===== config.mk =====
export PLATFORM = sky130hd
export DESIGN_NAME = adaptive_rate_neuron_step_top
export DESIGN_NICKNAME = d
export VERILOG_FILES = /design/src/rtl/arn_pkg.sv /design/src/rtl/arn_cfg_regs.sv /design/src/rtl/arn_serial_mul.sv /design/src/rtl/adaptive_rate_neuron_step_top.sv
export SDC_FILE = /design/constraint.sdc
export NUM_CORES = 2
export LEC_CHECK = 0
export ABC_AREA = 0
export BUFFER_PORTS_ARGS = -buffer_cell sky130_fd_sc_hd__buf_2
export CAP_MARGIN = 20
export CORE_MARGIN = 3
export CORE_UTILIZATION = 40
export DETAILED_ROUTE_END_ITERATION = 8
export HOLD_SLACK_MARGIN = 0.03
export SYNTH_ARGS = -nofsm -noshare
export SYNTH_HDL_FRONTEND = slang
export SYNTH_SLANG_ARGS = --single-unit

===== constraint.sdc =====
create_clock -name clk -period 10.25 [get_ports clk]
set_input_delay 1.5375 -clock clk [delete_from_list [all_inputs] [get_ports clk]]
set_output_delay 1.5375 -clock clk [all_outputs]
set_load 0.05 [all_outputs]

===== src/rtl/arn_pkg.sv =====
// Shared types, widths and constants for the adaptive rate neuron step block.
// No dependencies; imported by every module of the block.
package arn_pkg;

  // Fixed-point formats
  localparam int unsigned DATA_W     = 32;
  localparam int unsigned DECAY_W    = 16;
  localparam int unsigned FRAC_BITS  = 16;
  localparam int unsigned DECAY_BITS = 16;

  // Register file
  localparam int unsigned CFG_IDX_W  = 3;

  // Digit-serial multiplier geometry
  localparam int unsigned DIGIT_W    = 4;
  localparam int unsigned DIGITS     = 9;
  localparam int unsigned MUL_A_W    = DATA_W + 2;
  localparam int unsigned MUL_B_W    = DIGIT_W * DIGITS;
  localparam int unsigned MUL_ACC_W  = MUL_A_W + DIGIT_W + 1;
  localparam int unsigned PROD_W     = MUL_ACC_W + MUL_B_W;
  localparam int unsigned DCNT_W     = $clog2(DIGITS);

  // Register reset values
  localparam logic [DECAY_W-1:0] RST_MDECAY = DECAY_W'(62000);
  localparam logic [DATA_W-1:0]  RST_GAIN   = DATA_W'(655);
  localparam logic [DATA_W-1:0]  RST_WEXC   = DATA_W'(32768000);
  localparam logic [DATA_W-1:0]  RST_BIAS   = DATA_W'(0);
  localparam logic [DECAY_W-1:0] RST_ADECAY = DECAY_W'(59300);
  localparam logic [DATA_W-1:0]  RST_ASTEP  = DATA_W'(400031744);
  localparam logic [DATA_W-1:0]  RST_THR    = DATA_W'(11796);
  localparam logic [DECAY_W-1:0] RST_RDECAY = DECAY_W'(63380);

  // Register indexes
  typedef enum logic [CFG_IDX_W-1:0] {
    IDX_MDECAY = 3'd0,
    IDX_GAIN   = 3'd1,
    IDX_WEXC   = 3'd2,
    IDX_BIAS   = 3'd3,
    IDX_ADECAY = 3'd4,
    IDX_ASTEP  = 3'd5,
    IDX_THR    = 3'd6,
    IDX_RDECAY = 3'd7
  } cfg_idx_t;

  typedef struct packed {
    logic [DECAY_W-1:0] mdecay;
    logic [DATA_W-1:0]  gain;
    logic [DATA_W-1:0]  wexc;
    logic [DATA_W-1:0]  bias;
    logic [DECAY_W-1:0] adecay;
    logic [DATA_W-1:0]  astep;
    logic [DATA_W-1:0]  thr;
    logic [DECAY_W-1:0] rdecay;
  } cfg_t;

  // Multiplier request and response
  typedef struct packed {
    logic               start;
    logic [MUL_A_W-1:0] a;
    logic [MUL_B_W-1:0] b;
  } mul_req_t;

  typedef struct packed {
    logic              done;
    logic [PROD_W-1:0] product;
  } mul_rsp_t;

  // Sequencer
  typedef enum logic [2:0] {
    ST_IDLE,
    ST_ISSUE,
    ST_WAIT,
    ST_DONE
  } state_t;

  typedef enum logic [2:0] {
    OP_WEXC,
    OP_GAIN,
    OP_MEM,
    OP_ADAPT,
    OP_RATE
  } op_t;

endpackage


===== src/rtl/arn_cfg_regs.sv =====
// Configuration register file for the neuron step block.
// Depends on arn_pkg for the register layout and reset values.
module arn_cfg_regs (
  input  logic                         clk,
  input  logic                         rst_n,
  input  logic                         cfg_we,
  input  logic [arn_pkg::CFG_IDX_W-1:0] cfg_index,
  input  logic [arn_pkg::DATA_W-1:0]   cfg_wdata,
  output arn_pkg::cfg_t                cfg
);
  import arn_pkg::*;

  cfg_t cfg_r;

  // Write the addressed register, load reset values on reset
  always_ff @(posedge clk) begin
    if (!rst_n) begin
      cfg_r.mdecay <= RST_MDECAY;
      cfg_r.gain   <= RST_GAIN;
      cfg_r.wexc   <= RST_WEXC;
      cfg_r.bias   <= RST_BIAS;
      cfg_r.adecay <= RST_ADECAY;
      cfg_r.astep  <= RST_ASTEP;
      cfg_r.thr    <= RST_THR;
      cfg_r.rdecay <= RST_RDECAY;
    end else if (cfg_we) begin
      unique case (cfg_idx_t'(cfg_index))
        IDX_MDECAY: cfg_r.mdecay <= cfg_wdata[DECAY_W-1:0];
        IDX_GAIN:   cfg_r.gain   <= cfg_wdata;
        IDX_WEXC:   cfg_r.wexc   <= cfg_wdata;
        IDX_BIAS:   cfg_r.bias   <= cfg_wdata;
        IDX_ADECAY: cfg_r.adecay <= cfg_wdata[DECAY_W-1:0];
        IDX_ASTEP:  cfg_r.astep  <= cfg_wdata;
        IDX_THR:    cfg_r.thr    <= cfg_wdata;
        IDX_RDECAY: cfg_r.rdecay <= cfg_wdata[DECAY_W-1:0];
        default:    cfg_r.thr    <= cfg_r.thr;
      endcase
    end
  end

  assign cfg = cfg_r;

endmodule


===== src/rtl/arn_serial_mul.sv =====
// Digit-serial signed multiplier: one 4-bit digit of the multiplier per cycle.
// Depends on arn_pkg for widths and the request/response structs.
module arn_serial_mul (
  input  logic              clk,
  input  logic              rst_n,
  input  arn_pkg::mul_req_t req,
  output arn_pkg::mul_rsp_t rsp
);
  import arn_pkg::*;

  logic [MUL_A_W-1:0]          a_r;
  logic [MUL_B_W-1:0]          b_r;
  logic signed [MUL_ACC_W-1:0] acc_r;
  logic [MUL_B_W-1:0]          low_r;
  logic [DCNT_W-1:0]           cnt_r;
  logic                        busy_r;
  logic                        done_r;

  logic                        last_digit;
  logic [DIGIT_W:0]            digit;
  logic signed [MUL_ACC_W-1:0] a_ext;
  logic signed [MUL_ACC_W-1:0] d_ext;
  logic signed [MUL_ACC_W-1:0] pp;
  logic signed [MUL_ACC_W-1:0] sum;

  // Form one partial product; the top digit carries the sign
  always_comb begin
    last_digit = (cnt_r == DCNT_W'(DIGITS - 1));
    digit      = {last_digit & b_r[DIGIT_W-1], b_r[DIGIT_W-1:0]};
    a_ext      = {{(MUL_ACC_W - MUL_A_W){a_r[MUL_A_W-1]}}, a_r};
    d_ext      = {{(MUL_ACC_W - DIGIT_W - 1){digit[DIGIT_W]}}, digit};
    pp         = a_ext * d_ext;
    sum        = acc_r + pp;
  end

  // Control: count digits, flag completion
  always_ff @(posedge clk) begin
    if (!rst_n) begin
      busy_r <= 1'b0;
      done_r <= 1'b0;
      cnt_r  <= '0;
    end else begin
      done_r <= busy_r & last_digit;
      if (req.start) begin
        busy_r <= 1'b1;
        cnt_r  <= '0;
      end else if (busy_r) begin
        busy_r <= ~last_digit;
        cnt_r  <= cnt_r + DCNT_W'(1);
      end
    end
  end

  // Datapath: accumulate, shift retired digits into the low word
  always_ff @(posedge clk) begin
    if (req.start) begin
      a_r   <= req.a;
      b_r   <= req.b;
      acc_r <= '0;
      low_r <= '0;
    end else if (busy_r) begin
      b_r   <= b_r >> DIGIT_W;
      acc_r <= sum >>> DIGIT_W;
      low_r <= {sum[DIGIT_W-1:0], low_r[MUL_B_W-1:DIGIT_W]};
    end
  end

  assign rsp.done    = done_r;
  assign rsp.product = {acc_r, low_r};

endmodule


===== src/rtl/adaptive_rate_neuron_step_top.sv =====
// Adaptive rate neuron step: one tick per request, five products on one
// shared digit-serial multiplier, each issued once the one before is done.
// The block takes no new request until the last result is in the output
// register, where results wait. Synchronous active-low reset clears membrane,
// adaptation and rate estimate to zero and loads the register reset values.
module adaptive_rate_neuron_step_top (
  input  logic                          clk,
  input  logic                          rst_n,
  input  logic                          in_valid,
  output logic                          in_stall,
  input  logic [arn_pkg::DATA_W-1:0]    in_exc_drive,
  input  logic [arn_pkg::DATA_W-1:0]    in_inh_drive,
  input  logic [arn_pkg::DATA_W-1:0]    in_noise_sample,
  output logic                          out_valid,
  input  logic                          out_stall,
  output logic                          out_fired,
  output logic [arn_pkg::DATA_W-1:0]    out_rate_signal,
  output logic [arn_pkg::DATA_W-1:0]    out_membrane_out,
  input  logic                          cfg_we,
  input  logic [arn_pkg::CFG_IDX_W-1:0] cfg_index,
  input  logic [arn_pkg::DATA_W-1:0]    cfg_wdata
);
  import arn_pkg::*;

  localparam int unsigned SUM_W = DATA_W + 3;
  localparam int unsigned DIF_W = DATA_W + 2;
  localparam logic signed [DATA_W-1:0] S32_MAX = {1'b0, {(DATA_W-1){1'b1}}};
  localparam logic signed [DATA_W-1:0] S32_MIN = {1'b1, {(DATA_W-1){1'b0}}};
  localparam logic [DATA_W-1:0] ONE_Q = DATA_W'(64'd1 << FRAC_BITS);
  localparam logic signed [PROD_W-1:0] HALF_Q = PROD_W'(64'd1 << (FRAC_BITS - 1));
  localparam logic signed [PROD_W-1:0] HALF_D = PROD_W'(64'd1 << (DECAY_BITS - 1));

  cfg_t     cfg;
  mul_req_t mreq;
  mul_rsp_t mrsp;

  state_t state_r, state_nxt;
  op_t    op_r, op_nxt;

  logic [DATA_W-1:0] exc_r, inh_r, noise_r;
  logic [DATA_W-1:0] t_r, cur_r;
  logic [DATA_W-1:0] mem_r, adapt_r, rate_r;
  logic              fired_r;
  logic              out_valid_r, out_valid_nxt;
  logic              out_fired_r;
  logic [DATA_W-1:0] out_rate_r, out_mem_r;

  logic                     accept;
  logic                     out_load;
  logic signed [SUM_W-1:0]  cur_sum;
  logic [DATA_W-1:0]        cur_sat;
  logic [DATA_W-1:0]        adapt_tgt;
  logic [DATA_W-1:0]        rate_tgt;
  logic signed [PROD_W-1:0] prod;
  logic signed [PROD_W-1:0] rnd_q;
  logic signed [PROD_W-1:0] rnd_d;
  logic [DATA_W-1:0]        rnd_q_sat;
  logic [DATA_W-1:0]        mem_new;
  logic signed [DIF_W-1:0]  fire_dif;
  logic                     fire_new;
  logic [DATA_W-1:0]        rate_neg;

  // Saturate a wide signed value to 32 bits
  function automatic logic [DATA_W-1:0] sat32(input logic signed [PROD_W-1:0] v);
    logic signed [PROD_W-1:0] hi;
    logic signed [PROD_W-1:0] lo;
    hi = PROD_W'(S32_MAX);
    lo = PROD_W'(S32_MIN);
    if (v > hi)      sat32 = S32_MAX;
    else if (v < lo) sat32 = S32_MIN;
    else             sat32 = v[DATA_W-1:0];
  endfunction

  arn_cfg_regs u_cfg (
    .clk       (clk),
    .rst_n     (rst_n),
    .cfg_we    (cfg_we),
    .cfg_index (cfg_index),
    .cfg_wdata (cfg_wdata),
    .cfg       (cfg)
  );

  arn_serial_mul u_mul (
    .clk   (clk),
    .rst_n (rst_n),
    .req   (mreq),
    .rsp   (mrsp)
  );

  // Handshakes
  assign in_stall = (state_r != ST_IDLE);
  assign accept   = in_valid & ~in_stall;
  assign out_load = (state_r == ST_DONE) & (~out_valid_r | ~out_stall);

  // Operands for each product step
  always_comb begin
    cur_sum   = SUM_W'($signed(t_r)) + SUM_W'($signed(inh_r))
              + SUM_W'($signed(noise_r)) + SUM_W'($signed(cfg.bias));
    cur_sat   = sat32(PROD_W'(cur_sum));
    adapt_tgt = fired_r ? cfg.astep : '0;
    rate_tgt  = fired_r ? ONE_Q : '0;

    mreq.start = (state_r == ST_ISSUE);
    mreq.a     = '0;
    mreq.b     = '0;
    unique case (op_r)
      OP_WEXC: begin
        mreq.a = MUL_A_W'($signed(exc_r));
        mreq.b = MUL_B_W'($signed(cfg.wexc));
      end
      OP_GAIN: begin
        mreq.a = MUL_A_W'($signed(cur_sat));
        mreq.b = MUL_B_W'($signed(cfg.gain));
      end
      OP_MEM: begin
        mreq.a = MUL_A_W'($signed(mem_r)) - MUL_A_W'($signed(cur_r));
        mreq.b = MUL_B_W'(cfg.mdecay);
      end
      OP_ADAPT: begin
        mreq.a = MUL_A_W'($signed(adapt_r)) - MUL_A_W'($signed(adapt_tgt));
        mreq.b = MUL_B_W'(cfg.adecay);
      end
      OP_RATE: begin
        mreq.a = MUL_A_W'($signed(rate_r)) - MUL_A_W'($signed(rate_tgt));
        mreq.b = MUL_B_W'(cfg.rdecay);
      end
      default: begin
        mreq.a = '0;
        mreq.b = '0;
      end
    endcase
  end

  // Round the finished product; blends add the target back on
  always_comb begin
    prod      = $signed(mrsp.product);
    rnd_q     = (prod + HALF_Q) >>> FRAC_BITS;
    rnd_d     = (prod + HALF_D) >>> DECAY_BITS;
    rnd_q_sat = sat32(rnd_q);
    mem_new   = cur_r + rnd_d[DATA_W-1:0];
    fire_dif  = DIF_W'($signed(mem_new)) - DIF_W'($signed(adapt_r));
    fire_new  = (fire_dif >= DIF_W'($signed(cfg.thr)));
    rate_neg  = ($signed(rate_r) == S32_MIN) ? S32_MAX : DATA_W'(-$signed(rate_r));
  end

  // Sequencer: issue each product, wait, then move to the next step
  always_comb begin
    state_nxt     = state_r;
    op_nxt        = op_r;
    out_valid_nxt = out_valid_r;
    if (out_valid_r && !out_stall) begin
      out_valid_nxt = 1'b0;
    end
    unique case (state_r)
      ST_IDLE: begin
        if (accept) begin
          state_nxt = ST_ISSUE;
          op_nxt    = OP_WEXC;
        end
      end
      ST_ISSUE: begin
        state_nxt = ST_WAIT;
      end
      ST_WAIT: begin
        if (mrsp.done) begin
          unique case (op_r)
            OP_WEXC:  begin op_nxt = OP_GAIN;  state_nxt = ST_ISSUE; end
            OP_GAIN:  begin op_nxt = OP_MEM;   state_nxt = ST_ISSUE; end
            OP_MEM:   begin op_nxt = OP_ADAPT; state_nxt = ST_ISSUE; end
            OP_ADAPT: begin op_nxt = OP_RATE;  state_nxt = ST_ISSUE; end
            default:  begin op_nxt = OP_WEXC;  state_nxt = ST_DONE;  end
          endcase
        end
      end
      ST_DONE: begin
        if (out_load) begin
          out_valid_nxt = 1'b1;
          state_nxt     = ST_IDLE;
        end
      end
      default: begin
        state_nxt = ST_IDLE;
      end
    endcase
  end

  // Control registers
  always_ff @(posedge clk) begin
    if (!rst_n) begin
      state_r     <= ST_IDLE;
      op_r        <= OP_WEXC;
      out_valid_r <= 1'b0;
    end else begin
      state_r     <= state_nxt;
      op_r        <= op_nxt;
      out_valid_r <= out_valid_nxt;
    end
  end

  // Neuron state: cleared on reset, advanced as each step completes
  always_ff @(posedge clk) begin
    if (!rst_n) begin
      mem_r   <= '0;
      adapt_r <= '0;
      rate_r  <= '0;
      fired_r <= 1'b0;
    end else if (state_r == ST_WAIT && mrsp.done) begin
      unique case (op_r)
        OP_MEM: begin
          mem_r   <= mem_new;
          fired_r <= fire_new;
        end
        OP_ADAPT: adapt_r <= adapt_tgt + rnd_d[DATA_W-1:0];
        OP_RATE:  rate_r  <= rate_tgt + rnd_d[DATA_W-1:0];
        default:  fired_r <= fired_r;
      endcase
    end
  end

  // Request capture and intermediate currents
  always_ff @(posedge clk) begin
    if (accept) begin
      exc_r   <= in_exc_drive;
      inh_r   <= in_inh_drive;
      noise_r <= in_noise_sample;
    end
    if (state_r == ST_WAIT && mrsp.done) begin
      if (op_r == OP_WEXC) t_r   <= rnd_q_sat;
      if (op_r == OP_GAIN) cur_r <= rnd_q_sat;
    end
  end

  // Output register: hold until taken
  always_ff @(posedge clk) begin
    if (out_load) begin
      out_fired_r <= fired_r;
      out_rate_r  <= fired_r ? rate_r : rate_neg;
      out_mem_r   <= mem_r;
    end
  end

  assign out_valid        = out_valid_r;
  assign out_fired        = out_fired_r;
  assign out_rate_signal  = out_rate_r;
  assign out_membrane_out = out_mem_r;

endmodule


==> qor.tcl <==
set qor(initial_utilization_pct) 40.6
set qor(floorplan_die_height_um) 342
set qor(slew_at_the_pin_closest_to_its_max_slew_limit_ps) 1160
set qor(post_drt_via_cell_ratio) 5.64
set qor(antenna_found_initial) 12
set qor(final_routed_wirelength_um) 158000
set qor(multi_input_comb_area_sq_um) 26900
set qor(fp.dieW_um) 342
set qor(layout_worst_path_cycle_share_pct) 75.2
set qor(synth_seq_area_share_pct) 35.9
set qor(cts.sinks) 664
set qor(timing.critical_path.fanout_max) 8
set qor(clk_pin_slew_ps) 60
set qor(max-vdd-ir-drop_uv) 130
set qor(cp-endpoint) {fired_r$_SDFFE_PN0P_}
set qor(finish.net_count) 5824
set qor(cts_buffer_depth) 3
set qor(cpPeakStageDelay_ps) 520
set qor(drc) 0
set qor(yosys-top-cells-area) {sky130_fd_sc_hd__edfxtp_1, sky130_fd_sc_hd__dfxtp_1, sky130_fd_sc_hd__fa_1, sky130_fd_sc_hd__ha_1, sky130_fd_sc_hd__nand2_1}
set qor(filler_cell_count) 11005
set qor(power_leakage_nw) 20.9
set qor(setup-violations-final) 0
set qor(layout.area.seq_sq_um) 16200
set qor(synth.most_common_cell) {sky130_fd_sc_hd__nand2_1}
set qor(finalHoldViolations) 0
set qor(edff_count_synth) 291
set qor(maximum_capacitance_violations) 0
set qor(netlist_area_sq_um) 45200
set qor(cp_capture_type) {flip-flop}
set qor(reg2reg_depth) 33
set qor(cts_inserted_buffers) 77
set qor(worst_skew_pair_later_pin_latency_ps) 670
set qor(clock-skew-final_ps) 20.8
set qor(synth-seq-cells) 664
set qor(synth_top_area_share_pct) 19.3
set qor(fmax_mhz) 130
set qor(r2r_start) {u_mul.low_r[18]$_SDFFE_PP0P_}
set qor(grt_first_pass_wirelength_um) 234000
set qor(synth.top_cells.by_count) {sky130_fd_sc_hd__nand2_1, sky130_fd_sc_hd__a21oi_1, sky130_fd_sc_hd__dfxtp_1}
set qor(hold_fix_buffers_cts) 0
set qor(floorplan.rows) 122
set qor(synth_ff_type) {sky130_fd_sc_hd__dfxtp_1}
set qor(post_synth.cell_area_avg_sq_um) 8.92
set qor(final_core_util_pct) 45.2
set qor(place.detailed.hpwl_um) 122000
set qor(drt-pass1-iter-count) 6
set qor(max_stage_delay_cell_worst_path) {sky130_fd_sc_hd__nor2_1}
set qor(status) {finished, final reports clean}
set qor(cell_repeated_most_along_the_worst_path) {sky130_fd_sc_hd__a21oi_1}
set qor(setup_repair_after_global_routing_missed_its_margin) {no}
set qor(vias) 37916
set qor(r2r_slack_ps) 2550
set qor(cts_max_level) 3
set qor(remaining_global_route_overflow) 0
set qor(clockRootBuffer) {sky130_fd_sc_hd__clkbuf_16}
set qor(synthDistinctLibCells) 95
set qor(postCtsSetupRepairBufs) 0
set qor(synth_top_area_cell) {sky130_fd_sc_hd__edfxtp_1}
set qor(setup.worst_path.start_class) {flip-flop}
set qor(r2r-end) {fired_r$_SDFFE_PN0P_}
set qor(gpl.final_weighted_congestion) 0.957
set qor(pin_count_of_the_biggest_net_entering_global_routing) 99
set qor(syn_to_final_growth_pct) 11.3
set qor(synth_cells) 5064
set qor(via_count_of_the_first_global_routing_pass) 36419
set qor(core_area_sq_um) 111000
set qor(syn_nets) 5720
set qor(ios) 203
set qor(timing.critical_path.required_ps) 10770
set qor(power.density_cell_area_nw_per_um2) 213
set qor(timing.hold.worst.class) {reg2reg}
set qor(slew_headroom_pct) 22.4
set qor(grt_use_total_pct) 26.6
set qor(kind_of_critical_path) {reg2reg}
set qor(final_max_slew_viol_count) 0
set qor(finalCriticalPeriod_ps) 7700
set qor(buffer_ports.inserted) 202
set qor(post_route_cells_drive_above_1_share_pct) 9.40
set qor(synth.yosys.warnings) 0
set qor(detail_route.iter0.violations) 3641
set qor(cp-startpoint) {u_mul.low_r[18]$_SDFFE_PP0P_}
set qor(post_cts.resized_instances) 0
set qor(cts_tree) {built}
set qor(worstPathArrival_ps) 8230
set qor(ant_nets) 0
set qor(detail_routed_net_length_per_standard_cell_um) 23.5
set qor(setup_total_negative_slack_ps) 0
set qor(die_area_sq_um) 117000
set qor(asyncSetResetFlopFracSynth_pct) 0
-- logic make-up after synthesis --
family                     after synthesis  synth area share [%]
buffers and inverters                  571                  4.90
DFF                                    664                  35.9
and+or+nand+nor                       1773                  18.0
xor gates and xnor gates               287                  5.59
adders and majority gates              520                  17.9
muxes                                   86                  1.99
AOI/OAI and AO/OA                     1163                  15.9
-- power by group --
part	switching, mW	internal, mW	total [mW]	leakage, nW
combinational	2.75	1.88	4.63	13.9
sequential	0.247	2.95	3.20	5.75
clock	1.21	1.70	2.91	1.30
total	4.21	6.53	10.7	20.9
-- worst max-delay path: cells and delay by family, from the launching register on --
family | cells | cell delay, ps
AO/OA/AOI/OAI | 16 | 3420
AND/OR/NAND/NOR | 10 | 1950
adder cells (fa/ha/maj) | 3 | 860
XOR/XNOR | 3 | 710
flip-flops | 1 | 440
buffers and inverters | 1 | 150
-- final cells by class --
class                   count  share of cell area, %
multi-input cells        3829                   53.4
flip-flops and latches    664                   32.2
clock buffers              97                   4.25
well taps                1488                   3.70
repair buffers            251                   2.74
inverters                 345                   2.59
clock inverters            47                   1.05
diodes                      3                 0.0149
-- metal layers --
| layer | global-route usage (%) | wire [um] |
|---|---|---|
| met1 | 37.9 | 70800 |
| met2 | 41.7 | 70300 |
| met3 | 3.95 | 12000 |
| met4 | 7.77 | 4730 |
| met5 | 0 | 0 |
-- sequential cells by signal (all words and copies together) (netlist names), 2 cells and up --
register          count
out_rate_signal      32
cur_r                32
u_mul.low_r          21
u_cfg.cfg           208
mem_r                32
u_mul.b_r            33
out_membrane_out     32
op_r                  3
exc_r                32
adapt_r              32
u_mul.a_r            33
state_r               2
rate_r               32
u_mul.acc_r          35
inh_r                32
u_mul.cnt_r           4
noise_r              32
t_r                  32
-- layout by cell type (no fill, tap or decap), drive strengths merged, types with 208 or more instances in the layout --
cell type	count
dfxtp	373
ha	312
nor2	321
a21oi	472
edfxtp	291
fa	208
nand2	849
buf	251
o21ai	214
inv	350
-- metrics by stage --
step	instances	power, mW	hold WS [ps]	setup WS, ps	instance area [sq um]
detailed placement	6577	7.80	445	2680	47600
CTS	6721	10.8	454	2660	50300
floorplan	5064	6.56	426	3690	45200
finish	6724	10.7	453	2550	50300
global route	6721	11.5	468	2050	50300
global placement	6577	7.77	439	2780	47600
-- how the worst min path moves through the flow --
| stage | start | endpoint | cells past startpoint |
|---|---|---|---|
| 2_1_floorplan | mem_r[30]$_SDFFE_PN0P_ | out_membrane_out[30]$_DFFE_PP_ | 0 |
| 3_3_place_gp | u_cfg.cfg[48]$_SDFFE_PN0P_ | u_cfg.cfg[48]$_SDFFE_PN0P_ | 2 |
| 3_5_place_dp | u_cfg.cfg[48]$_SDFFE_PN0P_ | u_cfg.cfg[48]$_SDFFE_PN0P_ | 2 |
| 4_1_cts | u_cfg.cfg[48]$_SDFFE_PN0P_ | u_cfg.cfg[48]$_SDFFE_PN0P_ | 2 |
| 5_1_grt | u_cfg.cfg[139]$_SDFFE_PN0P_ | u_cfg.cfg[139]$_SDFFE_PN0P_ | 2 |
| 6_report | u_cfg.cfg[202]$_SDFFE_PN0P_ | u_cfg.cfg[202]$_SDFFE_PN0P_ | 2 |
Note: power is estimated with default switching activity, not from simulation.
